## config.mk

```make
export PLATFORM = sky130hd
export DESIGN_NAME = rdwf_ctrl
export DESIGN_NICKNAME = d
export VERILOG_FILES = /design/src/hdl/assert_macros.svh /design/src/hdl/rdwf_pkg.sv /design/src/hdl/rdwf_ctrl.sv
export SDC_FILE = /design/constraint.sdc
export NUM_CORES = 1
export LEC_CHECK = 0
export BUFFER_PORTS_ARGS = -buffer_cell sky130_fd_sc_hd__buf_4
export CAP_MARGIN = 20
export CORE_AREA = 2 2 39 41
export DETAILED_ROUTE_END_ITERATION = 8
export DIE_AREA = 0 0 41 43
export PLACE_DENSITY = 0.5
export SLEW_MARGIN = 20
export SYNTH_ARGS = -nofsm -noshare
export SYNTH_HDL_FRONTEND = slang
export SYNTH_SLANG_ARGS = --single-unit
```

## constraint.sdc

```tcl
create_clock -name i_clk -period 2.65 [get_ports i_clk]
set_input_delay 0.3975 -clock i_clk [delete_from_list [all_inputs] [get_ports i_clk]]
set_output_delay 0.3975 -clock i_clk [all_outputs]
set_load 0.01 [all_outputs]
```

## src/hdl/assert_macros.svh

```systemverilog
// Assertion macros shared by the RTL
`ifndef ASSERT_MACROS_SVH
`define ASSERT_MACROS_SVH

// Condition holds at every clock out of reset
`define ASSERT_ALWAYS(lbl, clk, rst_n, cond, msg) \
    lbl: assert property (@(posedge clk) disable iff (!rst_n) (cond)) else $error(msg);

// Antecedent implies consequent in the same cycle
`define ASSERT_IMPLIES(lbl, clk, rst_n, ante, cons, msg) \
    lbl: assert property (@(posedge clk) disable iff (!rst_n) (ante) |-> (cons)) \
        else $error(msg);

`endif

```

## src/hdl/rdwf_pkg.sv

```systemverilog
package rdwf_pkg;

    localparam int Window   = 8192;
    localparam int SlotBits = $clog2(Window);
    localparam int HeldBits = $clog2(Window + 1);
    localparam int KeyBits  = 64;

    localparam logic [HeldBits-1:0] WindowLen = HeldBits'(Window);

    typedef enum logic [1:0] {
        VERDICT_ACCEPT    = 2'd0,
        VERDICT_FOREIGN   = 2'd1,
        VERDICT_DUPLICATE = 2'd2,
        VERDICT_MALFORMED = 2'd3
    } t_verdict;

    typedef struct packed {
        logic capture;
        logic scan_start;
        logic scan_step;
        logic append;
    } t_cmd;

    typedef struct packed {
        logic foreign;
        logic malformed;
        logic held_zero;
        logic match;
        logic scan_end;
    } t_sts;

endpackage

```

## src/hdl/rdwf_ctrl.sv

```systemverilog
module rdwf_ctrl
    import rdwf_pkg::*;
(
    input  logic     i_clk,
    input  logic     i_rst_n,
    input  logic     i_valid,
    output logic     o_ready,
    output logic     o_valid,
    input  logic     i_ready,
    output t_verdict o_verdict,
    output t_cmd     o_cmd,
    input  t_sts     i_sts
);

    typedef enum logic [2:0] {
        ST_IDLE,
        ST_CHECK,
        ST_SCAN,
        ST_APPEND,
        ST_OUT
    } t_state;

    t_state   r_state;
    t_verdict r_verdict;

    assign o_ready   = (r_state == ST_IDLE);
    assign o_valid   = (r_state == ST_OUT);
    assign o_verdict = r_verdict;

    always_comb begin
        o_cmd            = '0;
        o_cmd.capture    = (r_state == ST_IDLE) && i_valid;
        o_cmd.scan_start = (r_state == ST_CHECK) && !i_sts.foreign && !i_sts.malformed
                           && !i_sts.held_zero;
        o_cmd.scan_step  = (r_state == ST_SCAN) && !i_sts.match && !i_sts.scan_end;
        o_cmd.append     = (r_state == ST_APPEND);
    end

    always_ff @(posedge i_clk) begin
        if (!i_rst_n) begin
            r_state   <= ST_IDLE;
            r_verdict <= VERDICT_ACCEPT;
        end else begin
            unique case (r_state)
                ST_IDLE: begin
                    if (i_valid) r_state <= ST_CHECK;
                end
                ST_CHECK: begin
                    priority if (i_sts.foreign) begin
                        r_verdict <= VERDICT_FOREIGN;
                        r_state   <= ST_OUT;
                    end else if (i_sts.malformed) begin
                        r_verdict <= VERDICT_MALFORMED;
                        r_state   <= ST_OUT;
                    end else if (i_sts.held_zero) begin
                        r_state   <= ST_APPEND;
                    end else begin
                        r_state   <= ST_SCAN;
                    end
                end
                ST_SCAN: begin
                    priority if (i_sts.match) begin
                        r_verdict <= VERDICT_DUPLICATE;
                        r_state   <= ST_OUT;
                    end else if (i_sts.scan_end) begin
                        r_state   <= ST_APPEND;
                    end
                end
                ST_APPEND: begin
                    r_verdict <= VERDICT_ACCEPT;
                    r_state   <= ST_OUT;
                end
                ST_OUT: begin
                    if (i_ready) r_state <= ST_IDLE;
                end
                default: r_state <= ST_IDLE;
            endcase
        end
    end

endmodule

```

==> results by group, run 1 <==
Synthesis
  – Post-Synth XOR/XNOR Area: 0%
  – Syn Inst Count: 42
  – Largest family of logic cells by synthesized area: simple AND/OR/NAND/NOR gates
  – Sequential cell area fraction in the yosys report: 27.2%
  – Syn_area_per_cell: a little under 9 um2
  – Cell area after synthesis: 368 um2
  – Post-Synth Simple-Gate Area: 33.3%
  – Synth Area in Adders: 0%
  – Mux share of post-synthesis cell area: 4.08%
  – Area leader, netlist: dfxtp_1
  – Post-synthesis compound-gate area fraction: 25.2%
  – Syn nets: 51
  – Synth Register Bits: 5
  – Synth area leaders: dfxtp_1, nor3b_2, buf_6
  – Top cell type's share of synthesized area: 27.2%
  – Ys Warns: 0
  – Post-synth cell types: 26

Timing
  – Tmin final: 1.76 ns
  – Setup violations, final: 0
  – Worst-Margin Slew: around 0.44 ns
  – Count of pins over their slew limit: 0
  – Worst-case hold slack: 0.396 ns
  – RSZ-0062 raised after global routing: no
  – Rel. slew slack: 70.9%
  – Setup TNS: 0 ns
  – Final Hold Viols: 0
  – FMAX: 0.568 GHz
  – Worst Skew: 0.00546 ns
  – Final clock period utilization by the worst path: 66.4%
  – Setup slack after layout: 0.890 ns

Final layout
  – Fillcell total: 141
  – Combined area of the multi-input logic cells: 230 um2
  – Layout cells sized above 1: roughly 42%
  – Area growth syn-to-layout: 37.1%
  – Nets: 69
  – Final core utilization: 36.4%
  – Final cell count without fillers: 75
  – Antenna cell count: 0
  – Reg area: 100 um2

Routing
  – DRT iter0 DRCs: 3
  – M1 WL: 348 um
  – Via count: 341
  – DRT Pass-1 Iters: 2
  – DRC: 0
  – Post-Route WL: a little under 800 um
  – Metal2 WL: around 350 um
  – Max Used Layer: met4
  – Final ANT Viol Nets: 0
  – Drt wl/cell: 10.4 um
  – Vias per cell: 4.55
  – Met3 WL post-DR: roughly 63 um

Placed design
  – GPL Wtd Cong: 0.718
  – DP Cell Count: 71
  – HPWL Detailed: 612 um
  – Port bufs: 16
  – Place WS: 1.14 ns

Floorplan
  – Die Area: 0.00176 mm2
  – Site Rows: 14
  – Core area: 0.00138 mm2
  – Top-level I/O count: 17
  – Initial core utilization: between 20% and 30%
  – Die X: 41 um
  – Die H: 43 um

Global route
  – Gr usage total: 10.4%
  – Initial antenna violation count: 0
  – Vias in the first global route: 286
  – Total grt overflow: 0
  – First-pass GRT wire length: roughly 1200 um
  – Pin count of the biggest net entering global routing: 12

Critical path
  – Startpoint Class: flop
  – Crit path arrival time: about 1.4 ns
  – Crit end category: primary output
  – R2r worst-path depth: 3
  – Reg-to-reg startpoint: r_state[1]
  – CP Class: flop to primary output
  – Critical Path RT: 2.25 ns
  – R2R Path End: o_verdict[1]
  – Reg2reg setup slack: 1.27 ns
  – Crit Path Max Fanout: 11

Clocking
  – H-tree levels: 1
  – Number of gates resized after CTS: 0
  – Worst-path clk slew: 0.05 ns
  – Buffer count from post-CTS setup fixing: 0
  – CTS tree: built
  – Sink Count: 5
  – Clock root buffer: clkbuf_4
  – Clock latency on the worst-skew pair: 0.24 ns
  – TritonCTS Buffers: 3
  – Post-cts hold buffer count: 0
  – Clk buf depth: 2

Worst hold path
  – WHS Path Cells: 2
  – Hold Crit Class: input port to flop
  – Min-Delay Endpoint: r_state[2]
  – Hold_sp: i_rst_n

Flow run
  – Max-cap viol count: 0

Power and ir drop
  – P per Cell Area: slightly above 500 mW/mm2
  – Peak supply drop: ~0.00017 V
  – Lkg Pwr: 0.215 nW

Status
  – Status: completed
[per-stage QoR]
step / cell area, um2 / total power [mW]
floorplan: 368 / 0.144
global placement: 478 / 0.173
detailed placement: 478 / 0.172
CTS: 504 / 0.263
global route: 504 / 0.276
finish: 504 / 0.258
[cells by family after synthesis]
| family | Yosys count |
|---|---|
| multiplexers | 1 |
| flip-flops | 5 |
| buffers and inverters | 5 |
| AND/OR/NAND/NOR | 20 |
| AO/OA/AOI/OAI | 11 |
[where the power goes]
group | switching [mW] | internal (mW) | leakage [nW]
clock | 0.0309 | 0.0569 | 0.0150
combinational | 0.0307 | 0.0423 | 0.160
sequential | 0.0138 | 0.0829 | 0.0409
total | 0.0754 | 0.182 | 0.215
[flip-flops by register name (all words and copies together), names as in the netlist]
register,flops
r_state,3
o_verdict,2
[critical path, cell delays in order (launching register included)]
cell     delay, ns
dfxtp_1       0.55
nor3b_2       0.29
nand2_1       0.07
nor2_1        0.09
buf_4         0.12
[area by class of cell]
cell class | instances | area share [%]
multi-input cells | 32 | 45.7
inverters | 2 | 1.49
well taps | 16 | 3.97
repair buffers | 16 | 23.8
clock buffers | 4 | 5.21
flip-flops and latches | 5 | 19.9
[how the worst max path moves through the flow]
stage | startpoint | endpoint | slack, ns
6_report | r_state[0] | o_cmd[2] | 0.89
5_1_grt | r_state[0] | o_cmd[2] | 0.79
4_1_cts | r_state[0] | o_cmd[2] | 0.87
2_1_floorplan | r_state[0] | o_cmd[3] | 1.24
3_3_place_gp | r_state[0] | o_cmd[2] | 1.16
3_5_place_dp | r_state[0] | o_cmd[2] | 1.14
[Yosys cell counts, drive strengths merged]
library cell,count
a211oi,2
a21oi,3
a32oi,1
and2,2
and3b,1
buf,3
dfxtp,5
inv,2
mux2,1
nand2,2
nand2b,2
nor2,5
nor2b,1
nor3,2
nor3b,3
nor4,1
o21a,1
o21ai,2
o22ai,1
o31ai,1
or2b,1
[placed cells by master, fill, tap and decap left out, types with 2 or more instances in the layout]
master     n
a21oi_1    2
nand2b_1   2
and2_1     2
nand2_1    2
clkbuf_4   3
buf_4     16
nor3b_2    2
dfxtp_1    5
inv_1      2
nor2_1     5
nor3_1     2
[metal layers]
metal | up-vias | global-route usage, %
met2 | 10 | 12.8
met4 | 0 | 8.00
met5 | - | 0
met1 | 145 | 13.5
met3 | 2 | 4.71
li1 | 184 | -
Power figures use the tool's default switching activity.
==> inputs of run 2 (changes only) <==
--- a/config.mk
+++ b/config.mk
@@ -5,12 +5,13 @@
 export SDC_FILE = /design/constraint.sdc
 export NUM_CORES = 1
 export LEC_CHECK = 0
+export ABC_AREA = 1
 export BUFFER_PORTS_ARGS = -buffer_cell sky130_fd_sc_hd__buf_4
 export CAP_MARGIN = 20
 export CORE_AREA = 2 2 39 41
 export DETAILED_ROUTE_END_ITERATION = 8
 export DIE_AREA = 0 0 41 43
-export PLACE_DENSITY = 0.5
+export PLACE_DENSITY = 0.46
 export SLEW_MARGIN = 20
 export SYNTH_ARGS = -nofsm -noshare
 export SYNTH_HDL_FRONTEND = slang
==> constraint.sdc (replaced) <==
create_clock -name i_clk -period 1.61 [get_ports i_clk]
set_input_delay 0.2415 -clock i_clk [delete_from_list [all_inputs] [get_ports i_clk]]
set_output_delay 0.2415 -clock i_clk [all_outputs]
set_load 0.01 [all_outputs]
==> run 2 against run 1 <==
Setup slack got worse by 0.67 ns. Non-clock buffer count did not move. Sequential cell count did not move.
==> results by group, run 2 <==
Critical path
  – Slowest stage delay, CP: 0.35 ns (-0.20 ns)
  – Critical Path RT: 1.37 ns (-0.88 ns)
  – Crit path buf inv count: 1 (unchanged)
  – Slowest cell on crit path: dfxtp_1
  – Crit path cell chain: nor2_1, nand2_2, nor2_1, buf_4
  – CP Class: flop to primary output
  – Most frequent CP cell: nor2_1
  – Crit end category: primary output
  – Startpoint Class: flop
  – Crit Path Max Fanout: 5 (-6)
  – Delay-heaviest family, CP: simple AND/OR/NAND/NOR gates
  – Crit path arrival time: 1.15 ns (-0.21 ns)

Status
  – Status: completed

Final layout
  – Area growth syn-to-layout: 55.2%
  – Final core utilization: 33.8% (-2.6 points)
  – Antenna cell count: 0 (unchanged)
  – Max reg flops: 3 (unchanged)
  – Nets: 78 (+13%)
  – Layout cells sized above 1: 41.2% (-1.2 points)
  – Commonest non-fill, non-tap cell in the layout: buf_4
  – Most frequent cells in the layout: buf_4, nor2_1, inv_1
  – Reg with most FFs: r_state
  – Fillcell total: 166 (+18%)

Routing
  – Vias per cell: 4.15 (-8.6%)
  – Post-Route WL: 766 um (-1.7%)
  – Via count: 349 (+2.3%)
  – DRC: 0 (unchanged)
  – DRT iter0 DRCs: 2 (-1)
  – Final ANT Viol Nets: 0 (unchanged)
  – DRT Pass-1 Iters: 2 (unchanged)
  – Drt wl/cell: 9.12 um (-12%)

Timing
  – FMAX: just over 0.7 GHz
  – Worst Skew: 0.00239 ns (-0.00307 ns)
  – Setup violations, final: 0 (unchanged)
  – Setup slack after layout: 0.220 ns (-0.671 ns)
  – Worst-Margin Slew: 0.231 ns (-0.205 ns)
  – Setup TNS: 0 ns (unchanged)
  – Final clock period utilization by the worst path: between 80% and 90%
  – Rel. slew slack: 84.5% (+14 points)
  – Count of pins over their slew limit: 0 (unchanged)
  – Final Hold Viols: 0 (unchanged)
  – Tmin final: approximately 1.4 ns
  – RSZ-0062 raised after global routing: no

Global route
  – Pin count of the biggest net entering global routing: 7 (-5)
  – First-pass GRT wire length: 1200 um (+2.9%)
  – Vias in the first global route: 308 (+7.7%)
  – Total grt overflow: 0 (unchanged)
  – Gr usage total: 10.7% (+0.22 points)
  – Initial antenna violation count: 0 (unchanged)

Worst hold path
  – Hold Crit Class: input port to flop

Clocking
  – Worst-path clk slew: 0.04 ns (about the same)
  – CTS tree: built
  – Clk buf depth: 2 (unchanged)
  – TritonCTS Buffers: 3 (unchanged)
  – Number of gates resized after CTS: 0 (unchanged)
  – Sink Count: 5 (unchanged)
  – Buffer count from post-CTS setup fixing: 0 (unchanged)
  – Clock latency on the worst-skew pair: 0.24 ns (about the same)
  – H-tree levels: 1 (unchanged)
  – Post-cts hold buffer count: 0 (unchanged)
  – Clock root buffer: clkbuf_4

Synthesis
  – Syn Inst Count: 48 (+14%)
  – Post-synth EDFFs: 0 (unchanged)
  – Area leader, netlist: dfxtp_1
  – Cell area after synthesis: 302 um2 (-18%)
  – Post-synth cell types: 13 (-50%)
  – Sequential cell area fraction in the yosys report: 33.2% (+6.0 points)
  – Ys Warns: 0 (unchanged)
  – Main synth FF type: dfxtp_1
  – Syn_area_per_cell: 6.28 um2 (-28%)
  – Top cell type's share of synthesized area: 33.2% (+6.0 points)
  – Synth area leaders: dfxtp_1, nor2_1, inv_1
  – Syn nets: 57 (+12%)
  – Synth Register Bits: 5 (unchanged)
  – Ys async rst share: 0% (unchanged)
  – Most frequent cell after synthesis: nor2_1
  – Most frequent cells after synthesis: nor2_1, inv_1, dfxtp_1, nand2_1, a21oi_1

Placed design
  – HPWL Detailed: 638 um (+4.3%)
  – Place WS: 0.460 ns (-0.680 ns)
  – Port bufs: 16 (unchanged)
  – GPL Wtd Cong: 0.665 (-7.3%)

Flow run
  – Max-cap viol count: 0 (unchanged)

Power and ir drop
  – Pint: 0.346 mW (+90%)
  – Peak supply drop: 0.000339 V (+96%)
  – Sequential power share: 32.1% (-5.5 points)
  – Sw power: 0.185 mW (+150%)
  – Sw Share: 34.8% (+5.5 points)
  – Clock power frac: 26.9% (-7.2 points)
  – P per Cell Area: 1140 mW/mm2 (+120%)
  – Lkg Pwr: 0.234 nW (+8.4%)
  – Combinational share of power: 41.0% (+13 points)

Floorplan
  – Top-level I/O count: 17 (unchanged)
  – Site Rows: 14 (unchanged)
  – Die X: 41 um (unchanged)
  – Core area: 0.00138 mm2 (unchanged)
  – Initial core utilization: 21.8% (-4.8 points)
  – Die Area: 0.00176 mm2 (unchanged)
  – Die H: 43 um (unchanged)
==> run 2: changes by cell type in the layout (fill, tap and decap cells not counted), moves of 3 or more <==
cell     change
nor2_1       +6
inv_1        +5
nand2_1      +3
nand2_2      +3
nand3_1      +3
nor2_2       +3
==> run 2: path summary, 6_finish.rpt <==
check / slack (ns) / endpoint / cells after the start / startpoint
setup / recovery: 0.22 / o_cmd[3] / 4 / r_state[0]
hold / removal: 0.25 / o_verdict[1] / 3 / i_rst_n
setup reg to reg: 0.50 / r_state[0] / 6 / r_state[0]
hold reg to reg: 0.46 / o_verdict[0] / 2 / o_verdict[0]
==> run 2: worst min-delay path, stage by stage <==
cell	delay [ns]
buf_4	0.11
nand2_1	0.05
nor2_1	0.03
==> run 2: metrics by stage <==
stage / std cells / hold slack (ns) / area (um2) / total power [mW]
final: 84 / 0.247 / 468 / 0.531
after global routing: 84 / 0.252 / 468 / 0.577
after CTS: 84 / 0.239 / 468 / 0.541
after detailed placement: 80 / 0.457 / 442 / 0.392
after global placement: 80 / 0.451 / 442 / 0.394
after floorplan: 48 / 0.362 / 302 / 0.305
==> run 2: metal layers <==
layer	share of wire, %	wire, um	global-route usage [%]
met3	7.4	57	4.71
met4	1.0	8	8.00
met2	43	333	13.8
met1	48	366	13.3
met5	0	0	0
==> run 2: power groups by stage <==
stage          Clock, mW  Combinational (mW)  Sequential (mW)
4_1_cts            0.150               0.220            0.171
2_1_floorplan          0               0.131            0.173
3_3_place_gp           0               0.221            0.173
6_report           0.143               0.218            0.171
5_1_grt            0.159               0.242            0.175
3_5_place_dp           0               0.219            0.173
==> run 2: layout make-up <==
class                   count  area [um2]  share of cell area, %
inverters                   8        30.0                   6.42
well taps                  16        20.0                   4.28
repair buffers             16         120                   25.7
flip-flops and latches      5         100                   21.4
multi-input cells          35         171                   36.6
clock buffers               4        26.3                   5.61
==> run 2: logic make-up (layout without fill, tap and decap cells) <==
kind of cell | Yosys count | after routing | share of synthesized area [%]
buffers and inverters | 8 | 28 | 9.96
and+or+nand+nor | 29 | 29 | 46.9
DFF | 5 | 5 | 33.2
AOI/OAI and AO/OA | 6 | 6 | 9.96
==> inputs of run 3 (changes only) <==
--- a/config.mk
+++ b/config.mk
@@ -5,13 +5,12 @@
 export SDC_FILE = /design/constraint.sdc
 export NUM_CORES = 1
 export LEC_CHECK = 0
-export ABC_AREA = 1
 export BUFFER_PORTS_ARGS = -buffer_cell sky130_fd_sc_hd__buf_4
 export CAP_MARGIN = 20
 export CORE_AREA = 2 2 39 41
 export DETAILED_ROUTE_END_ITERATION = 8
 export DIE_AREA = 0 0 41 43
-export PLACE_DENSITY = 0.46
+export PLACE_DENSITY = 0.52
 export SLEW_MARGIN = 20
 export SYNTH_ARGS = -nofsm -noshare
 export SYNTH_HDL_FRONTEND = slang
==> run 3 against run 2 <==
Core utilization rose by 3.3 points. Sequential power fell by 5%. Global-route usage rose by 1.3 points. Critical path depth did not move. Cell count fell by 11%. Via count rose by 0.29%. Die area did not move. Total power fell by 18%. Setup slack got worse by 0.12 ns. Sequential cell count did not move. Critical path type unchanged. Critical endpoint is now o_cmd[2]. Largest cell class unchanged.
==> results by group, run 3 (synthesis gave the netlist of run 1 again) <==
Status
  – Status: completed

Timing
  – Setup slack after layout: 0.104 ns (-0.116 ns)
  – Rel. slew slack: 75.5% (-9.0 points)
  – Worst-Margin Slew: 0.367 ns (+0.136 ns)
  – Final clock period utilization by the worst path: 93.5% (+7.2 points)
  – Final Hold Viols: 0 (unchanged)
  – RSZ-0062 raised after global routing: no
  – FMAX: 0.664 GHz (-7.7%)
  – Count of pins over their slew limit: 0 (unchanged)
  – Setup violations, final: 0 (unchanged)
  – Setup TNS: 0 ns (unchanged)
  – Worst-case hold slack: 0.228 ns (-0.0192 ns)
  – Tmin final: 1.51 ns (+0.116 ns)
  – Worst Skew: 0.00544 ns (+0.00306 ns)

Critical path
  – Startpoint Class: flop
  – CP Class: flop to primary output
  – Critical Path RT: 1.37 ns (about the same)
  – Crit Path Max Fanout: 11 (+6)
  – Crit end category: primary output
  – Crit path arrival time: 1.26 ns (+0.11 ns)
  – Reg2reg setup slack: 0.37 ns (-0.13 ns)
  – Reg-to-reg startpoint: r_state[2]
  – R2r worst-path depth: 3 (-3)
  – R2R Path End: o_verdict[1]

Clocking
  – H-tree levels: 1 (unchanged)
  – Buffer count from post-CTS setup fixing: 0 (unchanged)
  – Clock latency on the worst-skew pair: 0.25 ns (about the same)
  – TritonCTS Buffers: 3 (unchanged)
  – Worst-path clk slew: 0.05 ns (about the same)
  – Number of gates resized after CTS: 1 (+1)
  – Clock root buffer: clkbuf_4
  – Post-cts hold buffer count: 0 (unchanged)
  – Sink Count: 5 (unchanged)
  – Clk buf depth: 2 (unchanged)
  – CTS tree: built

Global route
  – Pin count of the biggest net entering global routing: 12 (+5)
  – Gr usage total: 11.9% (+1.3 points)
  – First-pass GRT wire length: 1370 um (+14%)
  – Total grt overflow: 0 (unchanged)
  – Initial antenna violation count: 0 (unchanged)
  – Vias in the first global route: 311 (+0.97%)

Final layout
  – Final core utilization: 37.1% (+3.3 points)
  – Final instance area: 513 um2 (+9.6%)
  – Area growth syn-to-layout: 39.5%
  – Layout cells sized above 1: 45.8% (+4.6 points)
  – Most frequent cells in the layout: buf_4, nor2_1, clkbuf_4, dfxtp_1
  – Reg with most FFs: r_state
  – Antenna cell count: 0 (unchanged)
  – Commonest non-fill, non-tap cell in the layout: buf_4
  – Nets: 69 (-12%)
  – Max reg flops: 3 (unchanged)

Placed design
  – Placed standard-cell area: 478 um2 (+8.2%)
  – GPL Wtd Cong: 0.801 (+20%)
  – Port bufs: 16 (unchanged)
  – HPWL Detailed: 626 um (-1.9%)
  – Place WS: 0.216 ns (-0.243 ns)

Power and ir drop
  – Lkg Pwr: 0.215 nW (-7.9%)
  – P per Cell Area: 854 mW/mm2 (-25%)
  – Peak supply drop: 0.000303 V (-11%)

Routing
  – Vias per cell: 4.67 (+12%)
  – DRC: 0 (unchanged)
  – DRT Pass-1 Iters: 4 (+2)
  – Drt wl/cell: 11.7 um (+29%)
  – Via count: 350 (+0.29%)
  – DRT iter0 DRCs: 5 (+3)
  – Final ANT Viol Nets: 0 (unchanged)
  – Post-Route WL: 879 um (+15%)

Floorplan
  – Die X: 41 um (unchanged)
  – Initial core utilization: 26.6% (+4.8 points)
  – Die H: 43 um (unchanged)
  – Die Area: 0.00176 mm2 (unchanged)
  – Site Rows: 14 (unchanged)
  – Top-level I/O count: 17 (unchanged)
  – Core area: 0.00138 mm2 (unchanged)

Flow run
  – Max-cap viol count: 0 (unchanged)

Worst hold path
  – Hold_sp: i_rst_n
  – Hold Crit Class: input port to flop
  – WHS Path Cells: 2 (-1)
  – Min-Delay Endpoint: r_state[2]
## run 3: final cells by class
type | count | area [um2]
clock buffers | 4 | 26.3
flip-flops and latches | 5 | 103
repair buffers | 16 | 120
multi-input cells | 32 | 236
fillers | 154 | 871
well taps | 16 | 20.0
inverters | 2 | 7.51
## run 3: worst max path at each step
stage                           from       end  slack, ns
final                     r_state[0]  o_cmd[2]       0.10
after global routing      r_state[0]  o_cmd[2]      0.006
after global placement    r_state[0]  o_cmd[2]       0.21
after detailed placement  r_state[0]  o_cmd[2]       0.22
after floorplan           r_state[0]  o_cmd[3]       0.36
after CTS                 r_state[1]  o_cmd[1]       0.05
## run 3: where the power goes
| part | internal [mW] | switching, mW |
|---|---|---|
| combinational | 0.0729 | 0.0530 |
| sequential | 0.137 | 0.0251 |
| clock | 0.0940 | 0.0558 |
| total | 0.304 | 0.134 |
## run 3: worst max-delay path, stage by stage, from the launching register on
cell and delay [ns]:
dfxtp_2 0.46, nor3b_4 0.27, nand2_1 0.08, nor2_1 0.09, buf_4 0.12
## run 3: metrics by stage
step / std cells / total power [mW]
global placement: 71 / 0.284
finish: 75 / 0.438
detailed placement: 71 / 0.284
CTS: 75 / 0.443
floorplan: 42 / 0.237
global route: 75 / 0.474
## run 3: per-layer routing
| layer | vias up | part of all wire, % | track usage (%) |
|---|---|---|---|
| met5 | - | 0 | 0 |
| met4 | 0 | 0 | 6.00 |
| met3 | 0 | 4.2 | 7.85 |
| met2 | 8 | 49 | 14.7 |
| met1 | 160 | 47 | 15.4 |
| li1 | 182 | - | - |
